==> config.mk <==
export PLATFORM = sky130hd
export DESIGN_NAME = periodic_task_event_dispatcher_flat
export DESIGN_NICKNAME = d
export VERILOG_FILES = /design/src/sv/ptd_pkg.sv /design/src/sv/ptd_ifs.sv /design/src/sv/ptd_cell.sv /design/src/sv/ptd_prescaler.sv /design/src/sv/periodic_task_event_dispatcher.sv /design/src/flat_wrapper.sv
export SDC_FILE = /design/constraint.sdc
export NUM_CORES = 1
export LEC_CHECK = 0
export ABC_CLOCK_PERIOD_IN_PS = 9400
export BUFFER_PORTS_ARGS = -buffer_cell sky130_fd_sc_hd__buf_2
export CAP_MARGIN = 30
export CORE_ASPECT_RATIO = 0.6
export CORE_MARGIN = 5
export CORE_UTILIZATION = 65
export DETAILED_ROUTE_END_ITERATION = 16
export PLACE_DENSITY_LB_ADDON = 0.15
export SYNTH_ARGS = -nofsm -noshare
export SYNTH_HDL_FRONTEND = slang
export SYNTH_HIERARCHICAL = 1
export SYNTH_SLANG_ARGS = --single-unit
==> constraint.sdc <==
create_clock -name clk_i -period 9.4 [get_ports clk_i]
set_input_delay 1.88 -clock clk_i [delete_from_list [all_inputs] [get_ports clk_i]]
set_output_delay 1.88 -clock clk_i [all_outputs]
set_load 0.1 [all_outputs]
==> src/sv/ptd_pkg.sv <==
`timescale 1ns / 1ps

package ptd_pkg;

  // Field widths of the request and response channels.
  localparam int unsigned CmdW    = 2;
  localparam int unsigned TaskW   = 3;
  localparam int unsigned CodeW   = 8;
  localparam int unsigned PeriodW = 16;
  localparam int unsigned LimitW  = 16;

  // Configuration port: one index bit selects one of the two registers.
  localparam int unsigned CfgIdxW  = 1;
  localparam int unsigned CfgDataW = 16;

  // Default size of the slot bank.
  localparam int unsigned NumTasksDefault = 8;

  // Reset values of the configuration registers.
  localparam logic [LimitW-1:0] PrescaleLimitReset = 16'h0F00;
  localparam logic [CodeW-1:0]  TimerCodeReset     = 8'd1;

  // Command codes.
  localparam logic [CmdW-1:0] CMD_SCAN   = 2'd0;
  localparam logic [CmdW-1:0] CMD_SET    = 2'd1;
  localparam logic [CmdW-1:0] CMD_CREATE = 2'd2;

  // Configuration register indexes.
  localparam logic [CfgIdxW-1:0] REG_PRESCALE_LIMIT = 1'b0;
  localparam logic [CfgIdxW-1:0] REG_TIMER_CODE     = 1'b1;

  // Control broadcast from the top level to every slot cell.
  typedef struct packed {
    logic               scan;
    logic               tick;
    logic               set_event;
    logic               create;
    logic [CodeW-1:0]   timer_code;
    logic [CodeW-1:0]   event_code;
    logic [PeriodW-1:0] period;
  } ptd_cell_ctrl_t;

endpackage

==> src/sv/ptd_ifs.sv <==
`timescale 1ns / 1ps

// Request channel: one command per request.
interface ptd_req_if import ptd_pkg::*; ();
  logic               valid;
  logic               ready;
  logic [CmdW-1:0]    cmd;
  logic [TaskW-1:0]   task_req;
  logic [CodeW-1:0]   event_code;
  logic [PeriodW-1:0] period;

  modport source (output valid, cmd, task_req, event_code, period, input ready);
  modport sink   (input valid, cmd, task_req, event_code, period, output ready);
endinterface

// Response channel: one result per request.
interface ptd_rsp_if import ptd_pkg::*; ();
  logic             valid;
  logic             ready;
  logic             run_valid;
  logic [TaskW-1:0] run_task;
  logic             tick_done;

  modport source (output valid, run_valid, run_task, tick_done, input ready);
  modport sink   (input valid, run_valid, run_task, tick_done, output ready);
endinterface

// Configuration write channel.
interface ptd_cfg_if import ptd_pkg::*; ();
  logic                valid;
  logic                ready;
  logic [CfgIdxW-1:0]  index;
  logic [CfgDataW-1:0] data;

  modport source (output valid, index, data, input ready);
  modport sink   (input valid, index, data, output ready);
endinterface

==> src/sv/ptd_cell.sv <==
`timescale 1ns / 1ps

module ptd_cell import ptd_pkg::*; #(
  parameter bit FirstCell = 1'b0
) (
  input  logic           clk_i,
  input  logic           rst_ni,
  input  ptd_cell_ctrl_t ctrl_i,
  input  logic           sel_i,
  input  logic           token_i,
  output logic           token_o,
  output logic           hit_o
);

  logic               token_q, token_d;
  logic [CodeW-1:0]   pend_q, pend_d;
  logic [PeriodW-1:0] count_q, count_d;
  logic [PeriodW-1:0] reload_q, reload_d;

  // The scan token sits in this slot and an event is pending.
  assign hit_o   = ctrl_i.scan && token_q && (pend_q != '0);
  assign token_o = token_q;

  // Slot update: dispatch clears first, a tick in the same step may post again.
  always_comb begin
    token_d  = token_q;
    pend_d   = pend_q;
    count_d  = count_q;
    reload_d = reload_q;
    if (ctrl_i.scan) begin
      token_d = token_i;
      if (token_q) begin
        pend_d = '0;
      end
      if (ctrl_i.tick) begin
        if (count_q != '0) begin
          count_d = count_q - PeriodW'(1);
        end else if (reload_q != '0) begin
          count_d = reload_q;
          pend_d  = ctrl_i.timer_code;
        end
      end
    end else if (ctrl_i.set_event && sel_i) begin
      pend_d = ctrl_i.event_code;
    end else if (ctrl_i.create && sel_i) begin
      reload_d = ctrl_i.period;
      count_d  = ctrl_i.period;
    end
  end

  always_ff @(posedge clk_i or negedge rst_ni) begin
    if (!rst_ni) begin
      token_q  <= FirstCell;
      pend_q   <= '0;
      count_q  <= '0;
      reload_q <= '0;
    end else begin
      token_q  <= token_d;
      pend_q   <= pend_d;
      count_q  <= count_d;
      reload_q <= reload_d;
    end
  end

endmodule

==> src/sv/ptd_prescaler.sv <==
`timescale 1ns / 1ps

module ptd_prescaler import ptd_pkg::*; (
  input  logic              clk_i,
  input  logic              rst_ni,
  input  logic              step_i,
  input  logic [LimitW-1:0] limit_i,
  output logic              tick_o
);

  logic [LimitW-1:0] count_q, count_d;
  logic [LimitW:0]   count_inc;

  // The count never exceeds 16'hFFFE, so the increment never carries out of LimitW bits.
  assign count_inc = {1'b0, count_q} + (LimitW+1)'(1);
  assign tick_o    = step_i && (count_inc >= {1'b0, limit_i});

  always_comb begin
    count_d = count_q;
    if (step_i) begin
      count_d = tick_o ? '0 : count_inc[LimitW-1:0];
    end
  end

  always_ff @(posedge clk_i or negedge rst_ni) begin
    if (!rst_ni) begin
      count_q <= '0;
    end else begin
      count_q <= count_d;
    end
  end

  // An expiry always restarts the count.
  a_tick_restarts: assert property (@(posedge clk_i) disable iff (!rst_ni)
    tick_o |=> count_q == '0)
    else $error("prescaler did not restart after a tick");

endmodule

==> src/sv/periodic_task_event_dispatcher.sv <==
`timescale 1ns / 1ps
// A request's result is registered and offered on the response channel in the next cycle.
// One request per cycle unless the response stalls; all slot cells update in parallel, a tick too.
// The response register frees as it is taken, so a new request can enter as a waiting result is taken.
// Reset: asynchronous, active low; clears all slots, the scan position and the prescaler,
// and loads the prescale limit 3840 and the timer event code 1.

module periodic_task_event_dispatcher import ptd_pkg::*; #(
  parameter int unsigned NUM_TASKS = NumTasksDefault
) (
  input  logic clk_i,
  input  logic rst_ni,
  ptd_req_if.sink   in_i,
  ptd_rsp_if.source out_o,
  ptd_cfg_if.sink   cfg_i
);

  logic              in_acc;
  logic              scan_step;
  logic              out_valid_q, out_valid_d;
  logic              run_valid_q;
  logic [TaskW-1:0]  run_task_q;
  logic              tick_done_q;
  logic              run_valid_d;
  logic [TaskW-1:0]  run_task_d;
  logic              tick;
  logic [LimitW-1:0] limit_q;
  logic [CodeW-1:0]  timer_code_q;
  ptd_cell_ctrl_t    ctrl;
  logic [NUM_TASKS-1:0] sel;
  logic [NUM_TASKS-1:0] token;
  logic [NUM_TASKS-1:0] hit;

  // Handshakes: the response register frees when its result is taken.
  assign in_i.ready  = !out_valid_q || out_o.ready;
  assign in_acc      = in_i.valid && in_i.ready;
  assign cfg_i.ready = 1'b1;

  // An accepted scan step advances the prescaler.
  assign scan_step = in_acc && (in_i.cmd == CMD_SCAN);

  // Configuration registers.
  always_ff @(posedge clk_i or negedge rst_ni) begin
    if (!rst_ni) begin
      limit_q      <= PrescaleLimitReset;
      timer_code_q <= TimerCodeReset;
    end else if (cfg_i.valid) begin
      case (cfg_i.index)
        REG_PRESCALE_LIMIT: limit_q      <= cfg_i.data[LimitW-1:0];
        REG_TIMER_CODE:     timer_code_q <= cfg_i.data[CodeW-1:0];
        default:            ;
      endcase
    end
  end

  // Command decode into the control broadcast.
  always_comb begin
    ctrl            = '0;
    ctrl.timer_code = timer_code_q;
    ctrl.event_code = in_i.event_code;
    ctrl.period     = in_i.period;
    ctrl.tick       = tick;
    if (in_acc) begin
      case (in_i.cmd)
        CMD_SCAN:   ctrl.scan      = 1'b1;
        CMD_SET:    ctrl.set_event = 1'b1;
        CMD_CREATE: ctrl.create    = 1'b1;
        default:    ;
      endcase
    end
  end

  ptd_prescaler u_prescaler (
    .clk_i   (clk_i),
    .rst_ni  (rst_ni),
    .step_i  (scan_step),
    .limit_i (limit_q),
    .tick_o  (tick)
  );

  // Ring of slot cells; the scan token moves one cell per scan step.
  for (genvar i = 0; i < NUM_TASKS; i++) begin : g_cell
    if (i < (1 << TaskW)) begin : g_addr
      assign sel[i] = (in_i.task_req == TaskW'(i));
    end else begin : g_noaddr
      assign sel[i] = 1'b0;
    end

    ptd_cell #(
      .FirstCell (i == 0)
    ) u_cell (
      .clk_i   (clk_i),
      .rst_ni  (rst_ni),
      .ctrl_i  (ctrl),
      .sel_i   (sel[i]),
      .token_i (token[(i + NUM_TASKS - 1) % NUM_TASKS]),
      .token_o (token[i]),
      .hit_o   (hit[i])
    );
  end

  // Dispatched slot number, low bits only.
  always_comb begin
    run_valid_d = |hit;
    run_task_d  = '0;
    for (int i = 0; i < NUM_TASKS; i++) begin
      if (hit[i]) begin
        run_task_d = run_task_d | TaskW'(i);
      end
    end
  end

  // Response register.
  always_comb begin
    out_valid_d = out_valid_q;
    if (in_acc) begin
      out_valid_d = 1'b1;
    end else if (out_o.ready) begin
      out_valid_d = 1'b0;
    end
  end

  always_ff @(posedge clk_i or negedge rst_ni) begin
    if (!rst_ni) begin
      out_valid_q <= 1'b0;
    end else begin
      out_valid_q <= out_valid_d;
    end
  end

  always_ff @(posedge clk_i) begin
    if (in_acc) begin
      run_valid_q <= run_valid_d;
      run_task_q  <= run_task_d;
      tick_done_q <= tick;
    end
  end

  assign out_o.valid     = out_valid_q;
  assign out_o.run_valid = run_valid_q;
  assign out_o.run_task  = run_task_q;
  assign out_o.tick_done = tick_done_q;

  // Exactly one cell holds the scan token.
  a_token_onehot: assert property (@(posedge clk_i) disable iff (!rst_ni)
    $onehot(token))
    else $error("scan token lost or duplicated");

  // At most one cell dispatches per step.
  a_hit_onehot0: assert property (@(posedge clk_i) disable iff (!rst_ni)
    $onehot0(hit))
    else $error("more than one slot dispatched");

  // Commands other than a scan step never report a dispatch or a tick.
  a_nonscan_quiet: assert property (@(posedge clk_i) disable iff (!rst_ni)
    in_acc && (in_i.cmd != CMD_SCAN) |=> !run_valid_q && !tick_done_q)
    else $error("non-scan command produced a dispatch or tick");

endmodule
==> src/flat_wrapper.sv <==
// flat-port wrapper written by rule: the top's interface ports become plain ports
module periodic_task_event_dispatcher_flat import ptd_pkg::*;
#(
  parameter int unsigned NUM_TASKS = NumTasksDefault
)
  (clk_i, rst_ni, in_i_valid, in_i_cmd, in_i_task_req, in_i_event_code, in_i_period, in_i_ready, out_o_valid, out_o_run_valid, out_o_run_task, out_o_tick_done, out_o_ready, cfg_i_valid, cfg_i_index, cfg_i_data, cfg_i_ready);
  ptd_req_if in_i_i ();
  ptd_rsp_if out_o_i ();
  ptd_cfg_if cfg_i_i ();
  input  logic clk_i;
  input  logic rst_ni;
  input wire logic [$bits(in_i_i.valid)-1:0] in_i_valid;
  input wire logic [$bits(in_i_i.cmd)-1:0] in_i_cmd;
  input wire logic [$bits(in_i_i.task_req)-1:0] in_i_task_req;
  input wire logic [$bits(in_i_i.event_code)-1:0] in_i_event_code;
  input wire logic [$bits(in_i_i.period)-1:0] in_i_period;
  output wire logic [$bits(in_i_i.ready)-1:0] in_i_ready;
  output wire logic [$bits(out_o_i.valid)-1:0] out_o_valid;
  output wire logic [$bits(out_o_i.run_valid)-1:0] out_o_run_valid;
  output wire logic [$bits(out_o_i.run_task)-1:0] out_o_run_task;
  output wire logic [$bits(out_o_i.tick_done)-1:0] out_o_tick_done;
  input wire logic [$bits(out_o_i.ready)-1:0] out_o_ready;
  input wire logic [$bits(cfg_i_i.valid)-1:0] cfg_i_valid;
  input wire logic [$bits(cfg_i_i.index)-1:0] cfg_i_index;
  input wire logic [$bits(cfg_i_i.data)-1:0] cfg_i_data;
  output wire logic [$bits(cfg_i_i.ready)-1:0] cfg_i_ready;
  assign in_i_i.valid = in_i_valid;
  assign in_i_i.cmd = in_i_cmd;
  assign in_i_i.task_req = in_i_task_req;
  assign in_i_i.event_code = in_i_event_code;
  assign in_i_i.period = in_i_period;
  assign in_i_ready = in_i_i.ready;
  assign out_o_valid = out_o_i.valid;
  assign out_o_run_valid = out_o_i.run_valid;
  assign out_o_run_task = out_o_i.run_task;
  assign out_o_tick_done = out_o_i.tick_done;
  assign out_o_i.ready = out_o_ready;
  assign cfg_i_i.valid = cfg_i_valid;
  assign cfg_i_i.index = cfg_i_index;
  assign cfg_i_i.data = cfg_i_data;
  assign cfg_i_ready = cfg_i_i.ready;
  periodic_task_event_dispatcher #(.NUM_TASKS(NUM_TASKS)) u_core (.clk_i(clk_i), .rst_ni(rst_ni), .in_i(in_i_i), .out_o(out_o_i), .cfg_i(cfg_i_i));
endmodule
==> results.sh <==
export IMPL_outcome="completed"
export IMPL_postRouteAntennaNets=0
export IMPL_sw_frac_of_total=0.3539
export IMPL_avgSynthCellArea_um2=9.983
export IMPL_io_pins=59
export IMPL_wl_per_cell_um=23.52
export IMPL_worstMarginPinSlew_ns=1.069
export IMPL_p_leak_uw=0.01050
export IMPL_core_area_mm2=0.03495
export IMPL_cp_end_kind="flop"
export IMPL_final_nets=2371
export IMPL_hold_violations=0
export IMPL_whs_ns=0.5151
export IMPL_maxCapViolCount=0
export IMPL_p_clk_frac=0.280
export IMPL_grt_max_degree=196
export IMPL_critPathMaxFanout=24
export IMPL_period_needed_ns=4.986
export IMPL_reg2reg_slack_ns=4.41
export IMPL_fin_util=0.7078
export IMPL_cts_buffers=38
export IMPL_row_count=53
export IMPL_ys_warn_count=6
export IMPL_syn_area_mm2=0.02294
export IMPL_via_per_inst=6.908
export IMPL_clock_sinks=374
export IMPL_startpoint_type="flop"
export IMPL_total_power_uw=5665
export IMPL_power_switching_uw=2005
export IMPL_die_area_mm2=0.03927
export IMPL_place_ws_ns=4.062
export IMPL_dp_hpwl_mm=42.65
export IMPL_synthCells=2298
export IMPL_gr_usage_all_layers=0.3238
export IMPL_vdd_drop_max_mv=0.1463
export IMPL_cts_post_setup_buffers_inserted=0
export IMPL_port_buffers=57
export IMPL_die_height_um=155.5
export IMPL_fp_dieW_um=252.5
export IMPL_tns_ns=0
export IMPL_clk_latency_ns=0.55
export IMPL_drc=0
export IMPL_yosys_register_bits=374
export IMPL_p_int_uw=3661
export IMPL_required_ns=9.82
export IMPL_gp_congestion=0.9346
export IMPL_holdCritPathClass="reg2reg"
export IMPL_areaGrowthSynthToFinish_pct=7.821
export IMPL_grt_pass1_vias=18560
export IMPL_vias=19220
export IMPL_yosysSeqAreaShare=0.4094
export IMPL_async_reset_ff_frac=0.9866
export IMPL_final_max_slew_violation_count=0
export IMPL_antenna_found_initial=3
export IMPL_p_seq_frac=0.449
export IMPL_clockBufferDepth=3
export IMPL_wl_mm=65.43
export IMPL_drive_gt1_frac=0.1802
export IMPL_syn_nets=2382
export IMPL_critPathArrivalTime_ns=5.40
export IMPL_fin_crit_sh=0.5305
export IMPL_fin_skew_ns=0.01753
export IMPL_grt_pass1_wl_mm=103.2
export IMPL_hold_buffers=0
export IMPL_rsz0062_at_grt="false"
export IMPL_maxClockFrequency_ghz=0.2005
export IMPL_drtPass1Iterations=8
export IMPL_start_util=0.6564
export IMPL_relSlewSlack=0.2817
export IMPL_cts_htree_levels=2
export IMPL_comb_power_share=0.271
export IMPL_cts_clk_slew_worst_paths_ns=0.07
export IMPL_yosysUniqueCellTypes=87
export IMPL_setup_viol_count_final=0
export IMPL_drt_iter0_markers=2590
export IMPL_powerDensity_mw_per_mm2=229.0
export IMPL_cts_tree="built"
export IMPL_worst_slack_ns=4.414
export IMPL_synth_edf_count=5
export IMPL_synthFlopType="dfrtp_1"
export IMPL_critPathKind="reg2reg"
export IMPL_cts_resized=0
export IMPL_root_buffer="clkbuf_16"
export IMPL_grt_ovfl_total=0
## worst paths after layout
check,startpoint,endpoint,depth (start not counted)
max in group asynchronous,rst_ni,u_core/g_cell[2].u_cell/pend_q[2]$_DFFE_PN0N_,4
worst min-delay path,u_core/limit_q[12]$_DFFE_PN0P_,u_core/limit_q[12]$_DFFE_PN0P_,1
worst min register to register,u_core/limit_q[12]$_DFFE_PN0P_,u_core/limit_q[12]$_DFFE_PN0P_,1
min in group asynchronous,rst_ni,u_core/g_cell[3].u_cell/count_q[13]$_DFFE_PN0P_,1
worst max-delay path,u_core/u_prescaler/count_q[0]$_DFFE_PN0P_,u_core/g_cell[2].u_cell/count_q[6]$_DFFE_PN0P_,15
worst max register to register,u_core/u_prescaler/count_q[0]$_DFFE_PN0P_,u_core/g_cell[2].u_cell/count_q[6]$_DFFE_PN0P_,15
## critical path, cell delays in order, from the launching register on
cell      delay (ns)
dfrtp_1         0.43
ha_1            0.28
and3_1          0.42
nand4_1         0.17
xnor2_1         0.20
ha_1            0.31
nand3_1         0.09
nor2_1          0.20
o311ai_1        0.16
and4_1          0.35
nand2b_4        0.27
and2_1          0.20
buf_4           0.43
o211a_4         0.31
or2_1           0.62
mux2_1          0.39
## cell families after synthesis
family | synth area share
AO/OA/AOI/OAI | 0.1501
adder cells (fa/ha/maj) | 0.01800
other | 0.0001635
XOR/XNOR | 0.02858
multiplexers | 0.1260
flip-flops | 0.4094
AND/OR/NAND/NOR | 0.2170
buffers and inverters | 0.05078
## synthesized netlist by cell type, types with 21 or more instances
cell type  instances  area [µm²]
dfrtp_1          363        9084
mux2_2           158        1779
o21ai_0          133       665.6
nand2_1          126       473.0
nand3_1          124       620.6
a21oi_1          123       615.6
inv_1            108       405.4
clkbuf_1          78       292.8
nor2_1            70       262.8
a31oi_1           65       406.6
nor4_1            65       406.6
nor2b_1           64       400.4
and3_1            53       331.6
nor3_1            47       235.2
nor3b_1           47       352.8
mux2i_1           45       450.4
a211oi_1          40       300.3
xnor2_1           40       350.3
ha_1              33       412.9
nand4_1           33       206.5
xor2_1            33       289.0
buf_6             27       304.0
mux2_4            26       390.4
buf_2             25       125.1
mux2_1            24       270.3
and4_1            21       183.9
## layout make-up
cell class | count | area, µm²
clock buffer | 58 | 1190
sequential | 374 | 9392
fill | 2568 | 10210
tap | 467 | 584.3
multi-input combinational | 1682 | 12520
inverter | 108 | 405.4
antenna | 1 | 2.502
clock inverter | 9 | 95.09
timing repair buffer | 83 | 543.0
## power by group through the flow
stage / Combinational, µW / Sequential (µW) / Clock, µW
finish: 1540 / 2540 / 1580
global route: 1690 / 2590 / 1670
CTS: 1510 / 2520 / 1600
detailed placement: 1500 / 2540 / 0
global placement: 1430 / 2510 / 0
floorplan: 1230 / 2370 / 0
## sequential cells by signal, indices dropped and copies added, names as in the netlist
register and flops:
u_core/out_o.run_valid 1, u_core/out_o.valid 1, u_core/u_prescaler/count_q 16, u_core/g_cell.u_cell/pend_q 64, u_core/timer_code_q 8, u_core/g_cell.u_cell/count_q 128
u_core/g_cell.u_cell/token_o 8, u_core/out_o.run_task 3, u_core/limit_q 16, u_core/g_cell.u_cell/reload_q 128, u_core/out_o.tick_done 1
## layer usage
metal / share of wire / global-route usage / wire [µm] / vias up
li1: - / - / - / 8577
met4: 0.029 / 0.1023 / 1908 / 0
met1: 0.44 / 0.4902 / 28810 / 9454
met3: 0.11 / 0.08454 / 7114 / 155
met2: 0.42 / 0.4571 / 27600 / 1033
met5: 0 / 0 / 0 / -
## placed cells by master, fill, tap and decap left out, types with 41 or more instances in the layout
master,synthesis,layout
and3_1,53,53
dfrtp_1,363,363
nor2b_1,64,63
o21ai_0,133,133
inv_1,108,108
nor3_1,47,47
a21oi_1,123,123
nor3b_1,47,47
mux2_2,158,158
nand3_1,124,124
nor2_1,70,70
nor4_1,65,65
buf_2,25,56
mux2i_1,45,45
nand2_1,126,126
a31oi_1,65,65
clkbuf_16,0,41
## stage by stage
stage / instances / area (µm²)
floorplan: 2298 / 22940
global placement: 2708 / 23370
detailed placement: 2713 / 23430
CTS: 2780 / 24720
global route: 2782 / 24740
finish: 2782 / 24740
(Power assumes the default switching activity.)
